### src/gtb_pkg.sv
`timescale 1ns / 1ps
`default_nettype none

package gtb_pkg;

    localparam int unsigned MAX_VERTICES = 16;
    localparam int unsigned VTX_W = 4;
    localparam int unsigned CNT_W = 5;
    localparam int unsigned DEG_W = 2;

    localparam logic             OP_CLEAR  = 1'b0;
    localparam logic             OP_EDGE   = 1'b1;
    localparam logic [DEG_W-1:0] DEG_FULL  = 2'd2;
    localparam logic [CNT_W-1:0] COUNT_MIN = 5'd2;
    localparam logic [CNT_W-1:0] COUNT_MAX = 5'd16;
    localparam logic [CNT_W-1:0] COUNT_RST = 5'd16;

    typedef enum logic [2:0] {
        ST_PATH    = 3'd0,
        ST_CLOSE   = 3'd1,
        ST_DEGREE  = 3'd2,
        ST_ROOT    = 3'd3,
        ST_DONE    = 3'd4,
        ST_CLEARED = 3'd5
    } gtb_status_t;

    typedef enum logic [2:0] {
        S_IDLE,
        S_CHK_A,
        S_CHK_B,
        S_WALK_A,
        S_WALK_B,
        S_DECIDE,
        S_INC_B,
        S_RESP
    } gtb_state_t;

    typedef struct packed {
        logic             clear;
        logic [VTX_W-1:0] link_addr;
        logic             link_we;
        logic [VTX_W-1:0] link_waddr;
        logic [VTX_W-1:0] link_wdata;
        logic [VTX_W-1:0] deg_addr;
        logic             deg_inc;
    } gtb_store_ctrl_t;

    typedef struct packed {
        logic [VTX_W-1:0] link_rdata;
        logic [DEG_W-1:0] deg_rdata;
    } gtb_store_rd_t;

endpackage

`default_nettype wire

### src/gtb_in_if.sv
`timescale 1ns / 1ps
`default_nettype none

interface gtb_in_if;
    logic       valid;
    logic       ready;
    logic       operation;
    logic [3:0] from_vertex;
    logic [3:0] to_vertex;

    modport source (output valid, output operation, output from_vertex, output to_vertex,
                    input ready);
    modport sink (input valid, input operation, input from_vertex, input to_vertex,
                  output ready);
endinterface

`default_nettype wire

### src/gtb_out_if.sv
`timescale 1ns / 1ps
`default_nettype none

interface gtb_out_if;
    logic       valid;
    logic       ready;
    logic [2:0] status;
    logic [3:0] tour_slot;
    logic       tour_complete;

    modport source (output valid, output status, output tour_slot, output tour_complete,
                    input ready);
    modport sink (input valid, input status, input tour_slot, input tour_complete,
                  output ready);
endinterface

`default_nettype wire

### src/gtb_store.sv
`timescale 1ns / 1ps
`default_nettype none

module gtb_store (
    input  wire logic                     clk,
    input  wire logic                     rst_n,
    input  wire gtb_pkg::gtb_store_ctrl_t ctrl,
    output gtb_pkg::gtb_store_rd_t        rd
);
    import gtb_pkg::*;

    logic [VTX_W-1:0] link_reg [MAX_VERTICES];
    logic [DEG_W-1:0] deg_reg  [MAX_VERTICES];

    always_ff @(posedge clk or negedge rst_n)
    begin
        if (!rst_n)
        begin
            for (int i = 0; i < MAX_VERTICES; i++)
            begin
                link_reg[i] <= VTX_W'(i);
                deg_reg[i]  <= '0;
            end
        end
        else if (ctrl.clear)
        begin
            for (int i = 0; i < MAX_VERTICES; i++)
            begin
                link_reg[i] <= VTX_W'(i);
                deg_reg[i]  <= '0;
            end
        end
        else
        begin
            if (ctrl.link_we)
            begin
                link_reg[ctrl.link_waddr] <= ctrl.link_wdata;
            end
            if (ctrl.deg_inc)
            begin
                deg_reg[ctrl.deg_addr] <= deg_reg[ctrl.deg_addr] + DEG_W'(1);
            end
        end
    end

    assign rd.link_rdata = link_reg[ctrl.link_addr];
    assign rd.deg_rdata  = deg_reg[ctrl.deg_addr];

endmodule

`default_nettype wire

### src/gtb_ctrl.sv
`timescale 1ns / 1ps
`default_nettype none

module gtb_ctrl (
    input  wire logic                        clk,
    input  wire logic                        rst_n,
    input  wire logic [gtb_pkg::CNT_W-1:0]   live_count,
    gtb_in_if.sink                           in_ch,
    gtb_out_if.source                        out_ch
);
    import gtb_pkg::*;

    gtb_state_t       state_reg, state_next;
    logic [VTX_W-1:0] a_reg, a_next;
    logic [VTX_W-1:0] b_reg, b_next;
    logic [VTX_W-1:0] cur_reg, cur_next;
    logic [VTX_W-1:0] ra_reg, ra_next;
    logic [CNT_W-1:0] count_reg, count_next;
    logic             closed_reg, closed_next;
    gtb_status_t      status_reg, status_next;
    logic [VTX_W-1:0] slot_reg, slot_next;
    logic             out_valid_reg, out_valid_next;
    gtb_status_t      out_status_reg, out_status_next;
    logic [VTX_W-1:0] out_slot_reg, out_slot_next;
    logic             out_complete_reg, out_complete_next;

    gtb_store_ctrl_t  sctl;
    gtb_store_rd_t    srd;

    logic             in_fire;
    logic             out_free;
    logic             out_of_range;
    logic             deg_full;
    logic             at_root;
    logic             path_phase;
    logic             roots_same;
    logic             edge_taken;
    logic [CNT_W-1:0] last_slot;

    gtb_store u_store (
        .clk   (clk),
        .rst_n (rst_n),
        .ctrl  (sctl),
        .rd    (srd)
    );

    assign in_ch.ready          = (state_reg == S_IDLE);
    assign in_fire              = in_ch.valid && in_ch.ready;
    assign out_free             = !out_valid_reg || out_ch.ready;
    assign out_of_range         = ({1'b0, in_ch.from_vertex} >= live_count)
                               || ({1'b0, in_ch.to_vertex} >= live_count);
    assign deg_full             = (srd.deg_rdata == DEG_FULL);
    assign at_root              = (srd.link_rdata == cur_reg);
    assign last_slot            = live_count - CNT_W'(1);
    assign path_phase           = (count_reg < last_slot);
    assign roots_same           = (ra_reg == cur_reg);
    assign edge_taken           = path_phase ? !roots_same : roots_same;

    assign out_ch.valid         = out_valid_reg;
    assign out_ch.status        = out_status_reg;
    assign out_ch.tour_slot     = out_slot_reg;
    assign out_ch.tour_complete = out_complete_reg;

    always_comb
    begin
        state_next = state_reg;
        unique case (state_reg)
            S_IDLE:
            begin
                if (in_fire)
                begin
                    if (in_ch.operation == OP_CLEAR || closed_reg || out_of_range)
                    begin
                        state_next = S_RESP;
                    end
                    else
                    begin
                        state_next = S_CHK_A;
                    end
                end
            end
            S_CHK_A:  state_next = deg_full ? S_RESP : S_CHK_B;
            S_CHK_B:  state_next = (deg_full || a_reg == b_reg) ? S_RESP : S_WALK_A;
            S_WALK_A: state_next = at_root ? S_WALK_B : S_WALK_A;
            S_WALK_B: state_next = at_root ? S_DECIDE : S_WALK_B;
            S_DECIDE: state_next = edge_taken ? S_INC_B : S_RESP;
            S_INC_B:  state_next = S_RESP;
            S_RESP:   state_next = out_free ? S_IDLE : S_RESP;
            default:  state_next = S_IDLE;
        endcase
    end

    always_comb
    begin
        a_next            = a_reg;
        b_next            = b_reg;
        cur_next          = cur_reg;
        ra_next           = ra_reg;
        count_next        = count_reg;
        closed_next       = closed_reg;
        status_next       = status_reg;
        slot_next         = slot_reg;
        out_valid_next    = out_valid_reg && !out_ch.ready;
        out_status_next   = out_status_reg;
        out_slot_next     = out_slot_reg;
        out_complete_next = out_complete_reg;
        sctl              = '0;
        sctl.link_addr    = cur_reg;
        sctl.link_waddr   = cur_reg;
        sctl.link_wdata   = ra_reg;
        sctl.deg_addr     = a_reg;

        unique case (state_reg)
            S_IDLE:
            begin
                if (in_fire)
                begin
                    a_next    = in_ch.from_vertex;
                    b_next    = in_ch.to_vertex;
                    cur_next  = in_ch.from_vertex;
                    slot_next = '0;
                    if (in_ch.operation == OP_CLEAR)
                    begin
                        sctl.clear  = 1'b1;
                        count_next  = '0;
                        closed_next = 1'b0;
                        status_next = ST_CLEARED;
                    end
                    else if (closed_reg)
                    begin
                        status_next = ST_DONE;
                    end
                    else if (out_of_range)
                    begin
                        status_next = ST_DEGREE;
                    end
                end
            end
            S_CHK_A:
            begin
                sctl.deg_addr = a_reg;
                if (deg_full)
                begin
                    status_next = ST_DEGREE;
                end
            end
            S_CHK_B:
            begin
                sctl.deg_addr = b_reg;
                if (deg_full)
                begin
                    status_next = ST_DEGREE;
                end
                else if (a_reg == b_reg)
                begin
                    status_next = ST_ROOT;
                end
            end
            S_WALK_A:
            begin
                if (at_root)
                begin
                    ra_next  = cur_reg;
                    cur_next = b_reg;
                end
                else
                begin
                    cur_next = srd.link_rdata;
                end
            end
            S_WALK_B:
            begin
                if (!at_root)
                begin
                    cur_next = srd.link_rdata;
                end
            end
            S_DECIDE:
            begin
                sctl.deg_addr = a_reg;
                if (!edge_taken)
                begin
                    status_next = ST_ROOT;
                end
                else if (path_phase)
                begin
                    sctl.link_we  = 1'b1;
                    sctl.deg_inc  = 1'b1;
                    slot_next     = count_reg[VTX_W-1:0];
                    count_next    = count_reg + CNT_W'(1);
                    status_next   = ST_PATH;
                end
                else
                begin
                    sctl.deg_inc  = 1'b1;
                    closed_next   = 1'b1;
                    slot_next     = last_slot[VTX_W-1:0];
                    status_next   = ST_CLOSE;
                end
            end
            S_INC_B:
            begin
                sctl.deg_addr = b_reg;
                sctl.deg_inc  = 1'b1;
            end
            S_RESP:
            begin
                if (out_free)
                begin
                    out_valid_next    = 1'b1;
                    out_status_next   = status_reg;
                    out_slot_next     = slot_reg;
                    out_complete_next = closed_reg;
                end
            end
            default:
            begin
            end
        endcase
    end

    always_ff @(posedge clk or negedge rst_n)
    begin
        if (!rst_n)
        begin
            state_reg     <= S_IDLE;
            count_reg     <= '0;
            closed_reg    <= 1'b0;
            out_valid_reg <= 1'b0;
        end
        else
        begin
            state_reg     <= state_next;
            count_reg     <= count_next;
            closed_reg    <= closed_next;
            out_valid_reg <= out_valid_next;
        end
    end

    always_ff @(posedge clk)
    begin
        a_reg            <= a_next;
        b_reg            <= b_next;
        cur_reg          <= cur_next;
        ra_reg           <= ra_next;
        status_reg       <= status_next;
        slot_reg         <= slot_next;
        out_status_reg   <= out_status_next;
        out_slot_reg     <= out_slot_next;
        out_complete_reg <= out_complete_next;
    end

endmodule

`default_nettype wire

### src/greedy_edge_tour_builder.sv
// Greedy edge tour builder. Edges arrive on in_ch, already sorted by ascending
// length, and each item produces exactly one result item on out_ch.
// An item with operation clear resets the forest, the degrees, the edge count
// and the complete flag; an edge item is checked against the degree limit and
// the union-find roots of its endpoints and is taken as a path edge or as the
// closing edge, or rejected.
// The vertex count register is written through cfg_wr_en and cfg_wr_data;
// the user must write it only while the block is idle, which the block does
// not enforce. Values below 2 or above 16 are used as 2 or 16. in_ch.ready is
// high only while the sequencer is idle. A clear or an early reject goes straight
// to the response state, a degree reject passes one or both degree checks, and
// the root walks of an edge follow one parent link per cycle, through one
// shared compare unit, from each endpoint to its root before the decide state.
// The result sits in an output register, and the next item is accepted while it
// waits. If out_ch stalls with a result still pending, the next item finishes
// its work and then waits until the output register frees up.
// Reset leaves the vertex count at 16, every vertex its own root with degree 0,
// and no result pending.
`timescale 1ns / 1ps
`default_nettype none

module greedy_edge_tour_builder (
    input  wire logic                      clk,
    input  wire logic                      rst_n,
    input  wire logic                      cfg_wr_en,
    input  wire logic [gtb_pkg::CNT_W-1:0] cfg_wr_data,
    gtb_in_if.sink                         in_ch,
    gtb_out_if.source                      out_ch
);
    import gtb_pkg::*;

    logic [CNT_W-1:0] vertex_count_reg;
    logic [CNT_W-1:0] live_count;

    always_ff @(posedge clk or negedge rst_n)
    begin
        if (!rst_n)
        begin
            vertex_count_reg <= COUNT_RST;
        end
        else if (cfg_wr_en)
        begin
            vertex_count_reg <= cfg_wr_data;
        end
    end

    always_comb
    begin
        priority if (vertex_count_reg < COUNT_MIN)
        begin
            live_count = COUNT_MIN;
        end
        else if (vertex_count_reg > COUNT_MAX)
        begin
            live_count = COUNT_MAX;
        end
        else
        begin
            live_count = vertex_count_reg;
        end
    end

    gtb_ctrl u_ctrl (
        .clk        (clk),
        .rst_n      (rst_n),
        .live_count (live_count),
        .in_ch      (in_ch),
        .out_ch     (out_ch)
    );

endmodule

`default_nettype wire

### src/flat_wrapper.sv
// flat-port wrapper written by rule: the top's interface ports become plain ports
module greedy_edge_tour_builder_flat import gtb_pkg::*;
  (clk, rst_n, cfg_wr_en, cfg_wr_data, in_ch_valid, in_ch_operation, in_ch_from_vertex, in_ch_to_vertex, in_ch_ready, out_ch_valid, out_ch_status, out_ch_tour_slot, out_ch_tour_complete, out_ch_ready);
  gtb_in_if in_ch_i ();
  gtb_out_if out_ch_i ();
  input  wire logic clk;
  input  wire logic rst_n;
  input  wire logic cfg_wr_en;
  input  wire logic [gtb_pkg::CNT_W-1:0] cfg_wr_data;
  input wire logic [$bits(in_ch_i.valid)-1:0] in_ch_valid;
  input wire logic [$bits(in_ch_i.operation)-1:0] in_ch_operation;
  input wire logic [$bits(in_ch_i.from_vertex)-1:0] in_ch_from_vertex;
  input wire logic [$bits(in_ch_i.to_vertex)-1:0] in_ch_to_vertex;
  output wire logic [$bits(in_ch_i.ready)-1:0] in_ch_ready;
  output wire logic [$bits(out_ch_i.valid)-1:0] out_ch_valid;
  output wire logic [$bits(out_ch_i.status)-1:0] out_ch_status;
  output wire logic [$bits(out_ch_i.tour_slot)-1:0] out_ch_tour_slot;
  output wire logic [$bits(out_ch_i.tour_complete)-1:0] out_ch_tour_complete;
  input wire logic [$bits(out_ch_i.ready)-1:0] out_ch_ready;
  assign in_ch_i.valid = in_ch_valid;
  assign in_ch_i.operation = in_ch_operation;
  assign in_ch_i.from_vertex = in_ch_from_vertex;
  assign in_ch_i.to_vertex = in_ch_to_vertex;
  assign in_ch_ready = in_ch_i.ready;
  assign out_ch_valid = out_ch_i.valid;
  assign out_ch_status = out_ch_i.status;
  assign out_ch_tour_slot = out_ch_i.tour_slot;
  assign out_ch_tour_complete = out_ch_i.tour_complete;
  assign out_ch_i.ready = out_ch_ready;
  greedy_edge_tour_builder u_core (.clk(clk), .rst_n(rst_n), .cfg_wr_en(cfg_wr_en), .cfg_wr_data(cfg_wr_data), .in_ch(in_ch_i), .out_ch(out_ch_i));
endmodule
### config.mk
export PLATFORM = sky130hd
export DESIGN_NAME = greedy_edge_tour_builder_flat
export DESIGN_NICKNAME = d
export VERILOG_FILES = /design/src/gtb_pkg.sv /design/src/gtb_in_if.sv /design/src/gtb_out_if.sv /design/src/gtb_store.sv /design/src/gtb_ctrl.sv /design/src/greedy_edge_tour_builder.sv /design/src/flat_wrapper.sv
export SDC_FILE = /design/constraint.sdc
export NUM_CORES = 1
export LEC_CHECK = 0
export BUFFER_PORTS_ARGS = -buffer_cell sky130_fd_sc_hd__buf_2
export CORE_ASPECT_RATIO = 0.7
export CORE_MARGIN = 5
export CORE_UTILIZATION = 25
export DETAILED_ROUTE_END_ITERATION = 12
export PLACE_DENSITY = 0.41
export REMOVE_ABC_BUFFERS = 1
export SLEW_MARGIN = 20
export SYNTH_ARGS = -nofsm -noshare
export SYNTH_HDL_FRONTEND = slang
export SYNTH_SLANG_ARGS = --single-unit
### constraint.sdc
create_clock -name clk -period 10.8 [get_ports clk]
set_input_delay 2.16 -clock clk [delete_from_list [all_inputs] [get_ports clk]]
set_output_delay 2.16 -clock clk [all_outputs]
set_load 0.1 [all_outputs]
==> impl_results.md, run 1 <==
- Max Freq: 219.6 MHz
- Syn Inst Count: 739
- Vias in the first global route: 5220
- Die Y: 156.1 um
- Clock sink count: 142
- Post-CTS setup buffers: 0
- Worst slack at placement: 6.020 ns
- Initial Utilization: 25.37%
- Skew-Pair Late Insertion Delay: 0.44 ns
- Slew at the pin closest to its max-slew limit: 1.018 ns
- Clk_skew: 0.01098 ns
- Max Slew Vio Count: 0
- Worst hold slack: 0.4169 ns
- Clock-pin slew on the worst setup and hold paths: 0.06 ns
- Setup-failing EPs final: 0
- Top delay family on crit path: compound AO/OA/AOI/OAI gates
- Diode count: 0
- Top post-synthesis cells by area: dfrtp_1 (26%), edfxtp_1 (12%), dfstp_2 (11%), mux4_2 (6.2%), nand2_1 (5.5%)
- Core Region: 0.03004 mm2
- Routed Antenna Nets: 0
- Worst hold path class: reg -> reg
- Share of post-route cells with drive strength above 1: 18.24%
- DRC Markers: 0
- HPWL Detailed: 13900 um
- Async S/R FF share, synth: 78.17%
- CP Buf/Inv Count: 0
- Hold EP: u_core.u_ctrl.out_ch.status[1]$_DFFE_PP_
- Area fraction of the dominant cell type after synthesis: 25.61%
- Worst setup path startpoint: u_core.u_ctrl.state_reg[0]$_DFFE_PN0P_
- Max rail drop VDD: 119.5 uV
- Final Hold Vio Count: 0
- Reg-to-reg endpoint: u_core.u_ctrl.status_reg[1]$_DFFE_PP_
- Max-slew headroom: 30.36%
- Fin worst setup slack: 6.246 ns
- Syn avg cell area: 10.31 um2
- Worst r2r src: u_core.u_ctrl.state_reg[0]$_DFFE_PN0P_
- Area Growth Syn to Fin: 13.90%
- Critical path peak fanout: 19
- Num CTS Buffers: 17
- Count of standard-cell rows: 53
- Wire per inst: 17.42 um
- Gp weighted congestion: 0.7812
- Post-synth cell types: 62
- GR Util All Layers: 12.44%
- Synth Warn #: 0
- Crit-path max cell delay: 0.92 ns
- Hold Startpoint: u_core.u_ctrl.status_reg[1]$_DFFE_PP_
- LEAKAGE: 3.374 nW
- Worst path arrival time: 4.61 ns
- RSZ-0062 raised after global routing: no
- Slowest stage cell, crit path: a2111oi_0
- TritonRoute pass-1 iters: 5
- Crit path top cell by count: nand2b_1
- Status: completed
- Top-count cell post-synth: nand2_1
- Clock tree from TritonCTS: built
- Post-synthesis sequential area ratio: 49.20%
- Final worst-path cycle share: 42.16%
- Final net count: 783
- CTS H-tree depth: 4
- DR iter-0 viols: 446
- Yosys top cell by area: dfrtp_1
- Port buffer count: 28
- Hold path depth: 0
- Routed vias/inst: 4.681
- First-pass GRT wire length: 32440 um
- Dominant synthesized flop cell: dfrtp_1
- Required @ worst endpoint: 10.86 ns
- Setup tns final: 0 ns
- Pwr Density: 305.8 mW/mm2
- Largest net degree at the start of global routing: 66
- Worst R2R Path Depth: 10
- # IOs: 29
- Reg2Reg Setup Slack: 6.25 ns
- Die width: 218.7 um
- DR vias: 5496
- Initial antenna violation count: 0
- Largest register FFs: 64
- Max-Cap Viols: 0
- Synthesized area: 0.007622 mm2
- Synthesized flop and latch total: 142
- Setup crit start kind: flip-flop
- Die Area: 0.03414 mm2
- Post-layout util: 28.90%
- Hold-fix buffer count after cts: 0
- Post-cts resize count: 0
- Post-synth EDFFs: 31
- Post-synth top cells: nand2_1 (112), nor2_1 (90), dfrtp_1 (78)
- Final wirelength: 20450 um
- Setup Crit Path Kind: reg -> reg
- Final min period: 4.554 ns
- GRT overflow: 0
- Kind of end point of the critical path: flip-flop
- Critical path, cell by cell: nand2b_1 -> mux2i_2 -> mux2_2 -> o211ai_1 -> o21ai_2 -> mux2i_1 -> ha_1 -> nand2b_1 -> a41oi_1 -> a2111oi_0
- Root Buffer: clkbuf_16
- Clock Path Buffers: 2
-- how the worst max path moves through the flow --
stage                                              to  cells after the start  slack (ns)
2_1_floorplan  u_core.u_ctrl.count_reg[3]$_DFFE_PN0P_                      7        5.07
3_3_place_gp    u_core.u_ctrl.status_reg[1]$_DFFE_PP_                     10        6.00
3_5_place_dp    u_core.u_ctrl.status_reg[1]$_DFFE_PP_                     10        6.02
4_1_cts         u_core.u_ctrl.status_reg[1]$_DFFE_PP_                     10        6.02
5_1_grt         u_core.u_ctrl.status_reg[1]$_DFFE_PP_                     10        5.84
6_report        u_core.u_ctrl.status_reg[1]$_DFFE_PP_                     10        6.25
-- power by group --
part	switching [mW]	total, mW	internal [mW]
logic	0.621	1.07	0.452
clock network	0.235	0.571	0.336
registers	0.189	1.01	0.823
-- metrics by stage --
step	std cells	cell area (um2)	total power, mW
4_1_cts	1174	8678	2.679
3_5_place_dp	1142	8122	2.092
6_report	1174	8682	2.655
3_3_place_gp	1142	8122	2.100
2_1_floorplan	695	7401	1.763
5_1_grt	1174	8682	2.854
-- cell families (layout without fill, tap and decap cells) --
group | after synthesis | in the layout | share of synthesized area, %
compound gates | 158 | 158 | 12.95
xor+xnor | 10 | 10 | 1.149
fa+ha+maj | 16 | 16 | 2.594
buf+inv | 74 | 97 | 4.383
flops | 142 | 142 | 49.20
mux | 69 | 69 | 14.51
simple gates | 270 | 270 | 15.22
-- layout by cell type (no fill, tap or decap), types with 15 or more instances in the layout --
master | netlist | final
nand2_1 | 112 | 111
nor2_1 | 90 | 89
dfrtp_1 | 78 | 78
o21ai_0 | 55 | 55
a21oi_1 | 33 | 33
dfstp_2 | 33 | 33
edfxtp_1 | 31 | 31
inv_1 | 30 | 30
mux2i_1 | 31 | 30
buf_2 | 4 | 27
a211oi_1 | 24 | 24
mux4_2 | 21 | 21
clkbuf_16 | 0 | 17
ha_1 | 15 | 15
-- cell type report --
type | count | area [um2]
flip-flops and latches | 142 | 3750
clock buffers | 19 | 432.9
inverters | 30 | 112.6
well taps | 412 | 515.5
clock inverters | 13 | 123.9
repair buffers | 35 | 195.2
fillers | 3124 | 21360
multi-input cells | 523 | 3552
-- per-layer routing --
layer	vias up	routed length, um	global-route usage [%]
met5	-	0	0
met4	0	151	2.540
met3	14	1025	3.822
met2	110	8024	15.83
met1	2705	11250	20.17
li1	2667	-	-
Note: power is estimated with default switching activity, not from simulation.
==> run 2, diff against run 1 <==
Settings changed: PLACE_DENSITY 0.41 to 0.42.
Clock period 10.8 ns to 3.89 ns, I/O delays scaled along.
==> run 2 against run 1 <==
Effect of this change: flip-flop and latch count did not move; critical path type unchanged; largest power group unchanged; highest routed layer unchanged; critical path depth rose by 8; sequential share of layout area fell by 1.6 points; via count rose by 2.4%; global-route usage rose by 0.40 points; combinational power rose to 3.1 times the previous value.
==> impl_results.md, run 2 (synthesis gave the netlist of run 1 again) <==
- DR iter-0 viols: 362
- Clk_skew: 0.005872 ns
- Largest register FFs: 64
- Clock-pin slew on the worst setup and hold paths: 0.06 ns
- Diode count: 0
- HPWL Detailed: 14520 um
- Max-slew headroom: 42.59%
- Final min period: 3.622 ns
- Worst hold path class: in -> async
- Max rail drop VDD: 314.5 uV
- Required @ worst endpoint: 4.25 ns
- Setup crit start kind: flip-flop
- FF/Latch Area: 0.003750 mm2
- Final net count: 820
- Clk pwr share: 19.8%
- Non-Filler Instances: 1211
- Initial Utilization: 25.37%
- Num CTS Buffers: 17
- Root Buffer: clkbuf_16
- Slew at the pin closest to its max-slew limit: 0.8371 ns
- Worst path arrival time: 3.98 ns
- Routed Antenna Nets: 0
- Share of post-route cells with drive strength above 1: 23.78%
- Die Area: 0.03414 mm2
- Commonest non-fill, non-tap cell in the layout: nand2_1
- Routed vias/inst: 4.646
- NetSw: 2.964 mW
- # fillers: 3084
- Skew-Pair Late Insertion Delay: 0.44 ns
- Setup tns final: 0 ns
- Die width: 218.7 um
- Status: completed
- Total Power: 7.518 mW
- Area Growth Syn to Fin: 18.42%
- Core Region: 0.03004 mm2
- Internal Power: 4.555 mW
- Count of standard-cell rows: 53
- Final worst-path cycle share: 93.12%
- DR vias: 5626
- Hold-fix buffer count after cts: 0
- Max Slew Vio Count: 0
- Clock tree from TritonCTS: built
- CTS H-tree depth: 4
- First-pass GRT wire length: 33500 um
- Part of the power in registers: 35.4%
- Max Freq: 276.1 MHz
- Critical path peak fanout: 4
- Setup Crit Path Kind: reg -> reg
- Reg2Reg Setup Slack: 0.27 ns
- TritonRoute pass-1 iters: 5
- Placed Area: 0.008429 mm2
- DRC Markers: 0
- Pwr Density: 832.9 mW/mm2
- Max-Cap Viols: 0
- Vias in the first global route: 5497
- GR Util All Layers: 12.85%
- LEAKAGE: 3.576 nW
- RSZ-0062 raised after global routing: yes
- Multi-input gate area: 0.003622 mm2
- Wire per inst: 17.33 um
- # IOs: 29
- Final wirelength: 20990 um
- Initial antenna violation count: 0
- Gp weighted congestion: 0.8046
- Clock Path Buffers: 2
- Fin area: 0.009026 mm2
- Die Y: 156.1 um
- Kind of end point of the critical path: flip-flop
- Sw Share: 39.42%
- Clock sink count: 142
- Largest net degree at the start of global routing: 54
- Final Hold Vio Count: 0
- Port buffer count: 28
- Total placed cells including tap cells: 1178
- Commonest non-fill, non-tap cells in the layout: nand2_1 (111), nor2_1 (82), dfrtp_1 (78)
- Gate power share: 44.7%
- Setup-failing EPs final: 0
- GRT overflow: 0
-- run 2: changes by cell type in the layout (fill, tap and decap cells not counted), moves of 3 or more --
cell,delta
nor2_4,+4
buf_12,+3
nor2_2,+3
clkinv_2,+5
nor2_1,-7
clkinv_4,-3
buf_4,+33
-- run 2: what timing repair did --
item	CTS	global route
resized for setup	0	22
setup endpoints to repair	0	32
setup buffers	0	1
-- run 2: power by group through the flow --
stage / combinational, mW / sequential [mW] / clock, mW
6_report: 3.36 / 2.66 / 1.49
5_1_grt: 3.73 / 2.74 / 1.62
4_1_cts: 3.33 / 2.66 / 1.54
3_5_place_dp: 3.32 / 2.67 / 0
3_3_place_gp: 3.32 / 2.68 / 0
2_1_floorplan: 2.00 / 2.90 / 0
-- run 2: cell type report --
cell class | instances | area share (%)
inverters | 30 | 1.248
repair buffers | 72 | 5.628
clock inverters | 11 | 0.8594
flip-flops and latches | 142 | 41.54
well taps | 412 | 5.711
clock buffers | 21 | 4.879
multi-input cells | 523 | 40.13
-- run 2: worst max-delay path, cell delays in order, from the launching register on --
cell	delay, ns
dfrtp_1	0.37
o21ba_2	0.24
or2_2	0.29
ha_1	0.21
inv_2	0.08
nor4_2	0.04
a21oi_1	0.13
ha_1	0.24
o21ai_0	0.07
nand2b_1	0.11
and2_1	0.18
inv_1	0.07
ha_1	0.26
nor3b_2	0.24
o21ai_2	0.09
or3_4	0.49
nor2_4	0.15
nor2_1	0.08
a211oi_2	0.19
-- run 2: per-stage QoR --
stage	hold slack (ns)	utilization (%)	setup WS, ns
global placement	0.4074	28.06	0.04875
CTS	0.4110	29.78	0.05343
detailed placement	0.4090	28.06	0.04851
global route	0.4268	30.05	-0.0009543
finish	0.3882	30.05	0.2677
floorplan	0.4003	-	-1.843
-- run 2: routing by layer --
| layer | part of all wire (%) | wire, um | vias to the layer above | global-route usage, % |
|---|---|---|---|---|
| met3 | 4.5 | 934 | 15 | 3.298 |
| met4 | 0.97 | 204 | 0 | 3.317 |
| li1 | - | - | 2736 | - |
| met1 | 55 | 11620 | 2764 | 20.55 |
| met2 | 39 | 8226 | 111 | 16.83 |
| met5 | 0 | 0 | - | 0 |
-- run 2: worst paths after layout --
check / start / depth (start not counted) / endpoint
max: u_core.vertex_count_reg[2]$_DFFE_PN0P_ / 18 / u_core.u_ctrl.u_store.deg_reg[5]$_DFFE_PN0P_
min: rst_n / 1 / u_core.u_ctrl.u_store.deg_reg[8]$_DFFE_PN0P_
max reg2reg: u_core.vertex_count_reg[2]$_DFFE_PN0P_ / 18 / u_core.u_ctrl.u_store.deg_reg[5]$_DFFE_PN0P_
min reg2reg: u_core.u_ctrl.slot_reg[2]$_SDFFCE_PN0P_ / 0 / u_core.u_ctrl.out_ch.tour_slot[2]$_DFFE_PP_
max in group asynchronous: rst_n / 2 / u_core.vertex_count_reg[4]$_DFFE_PN1P_
min in group clk: u_core.u_ctrl.slot_reg[2]$_SDFFCE_PN0P_ / 0 / u_core.u_ctrl.out_ch.tour_slot[2]$_DFFE_PP_
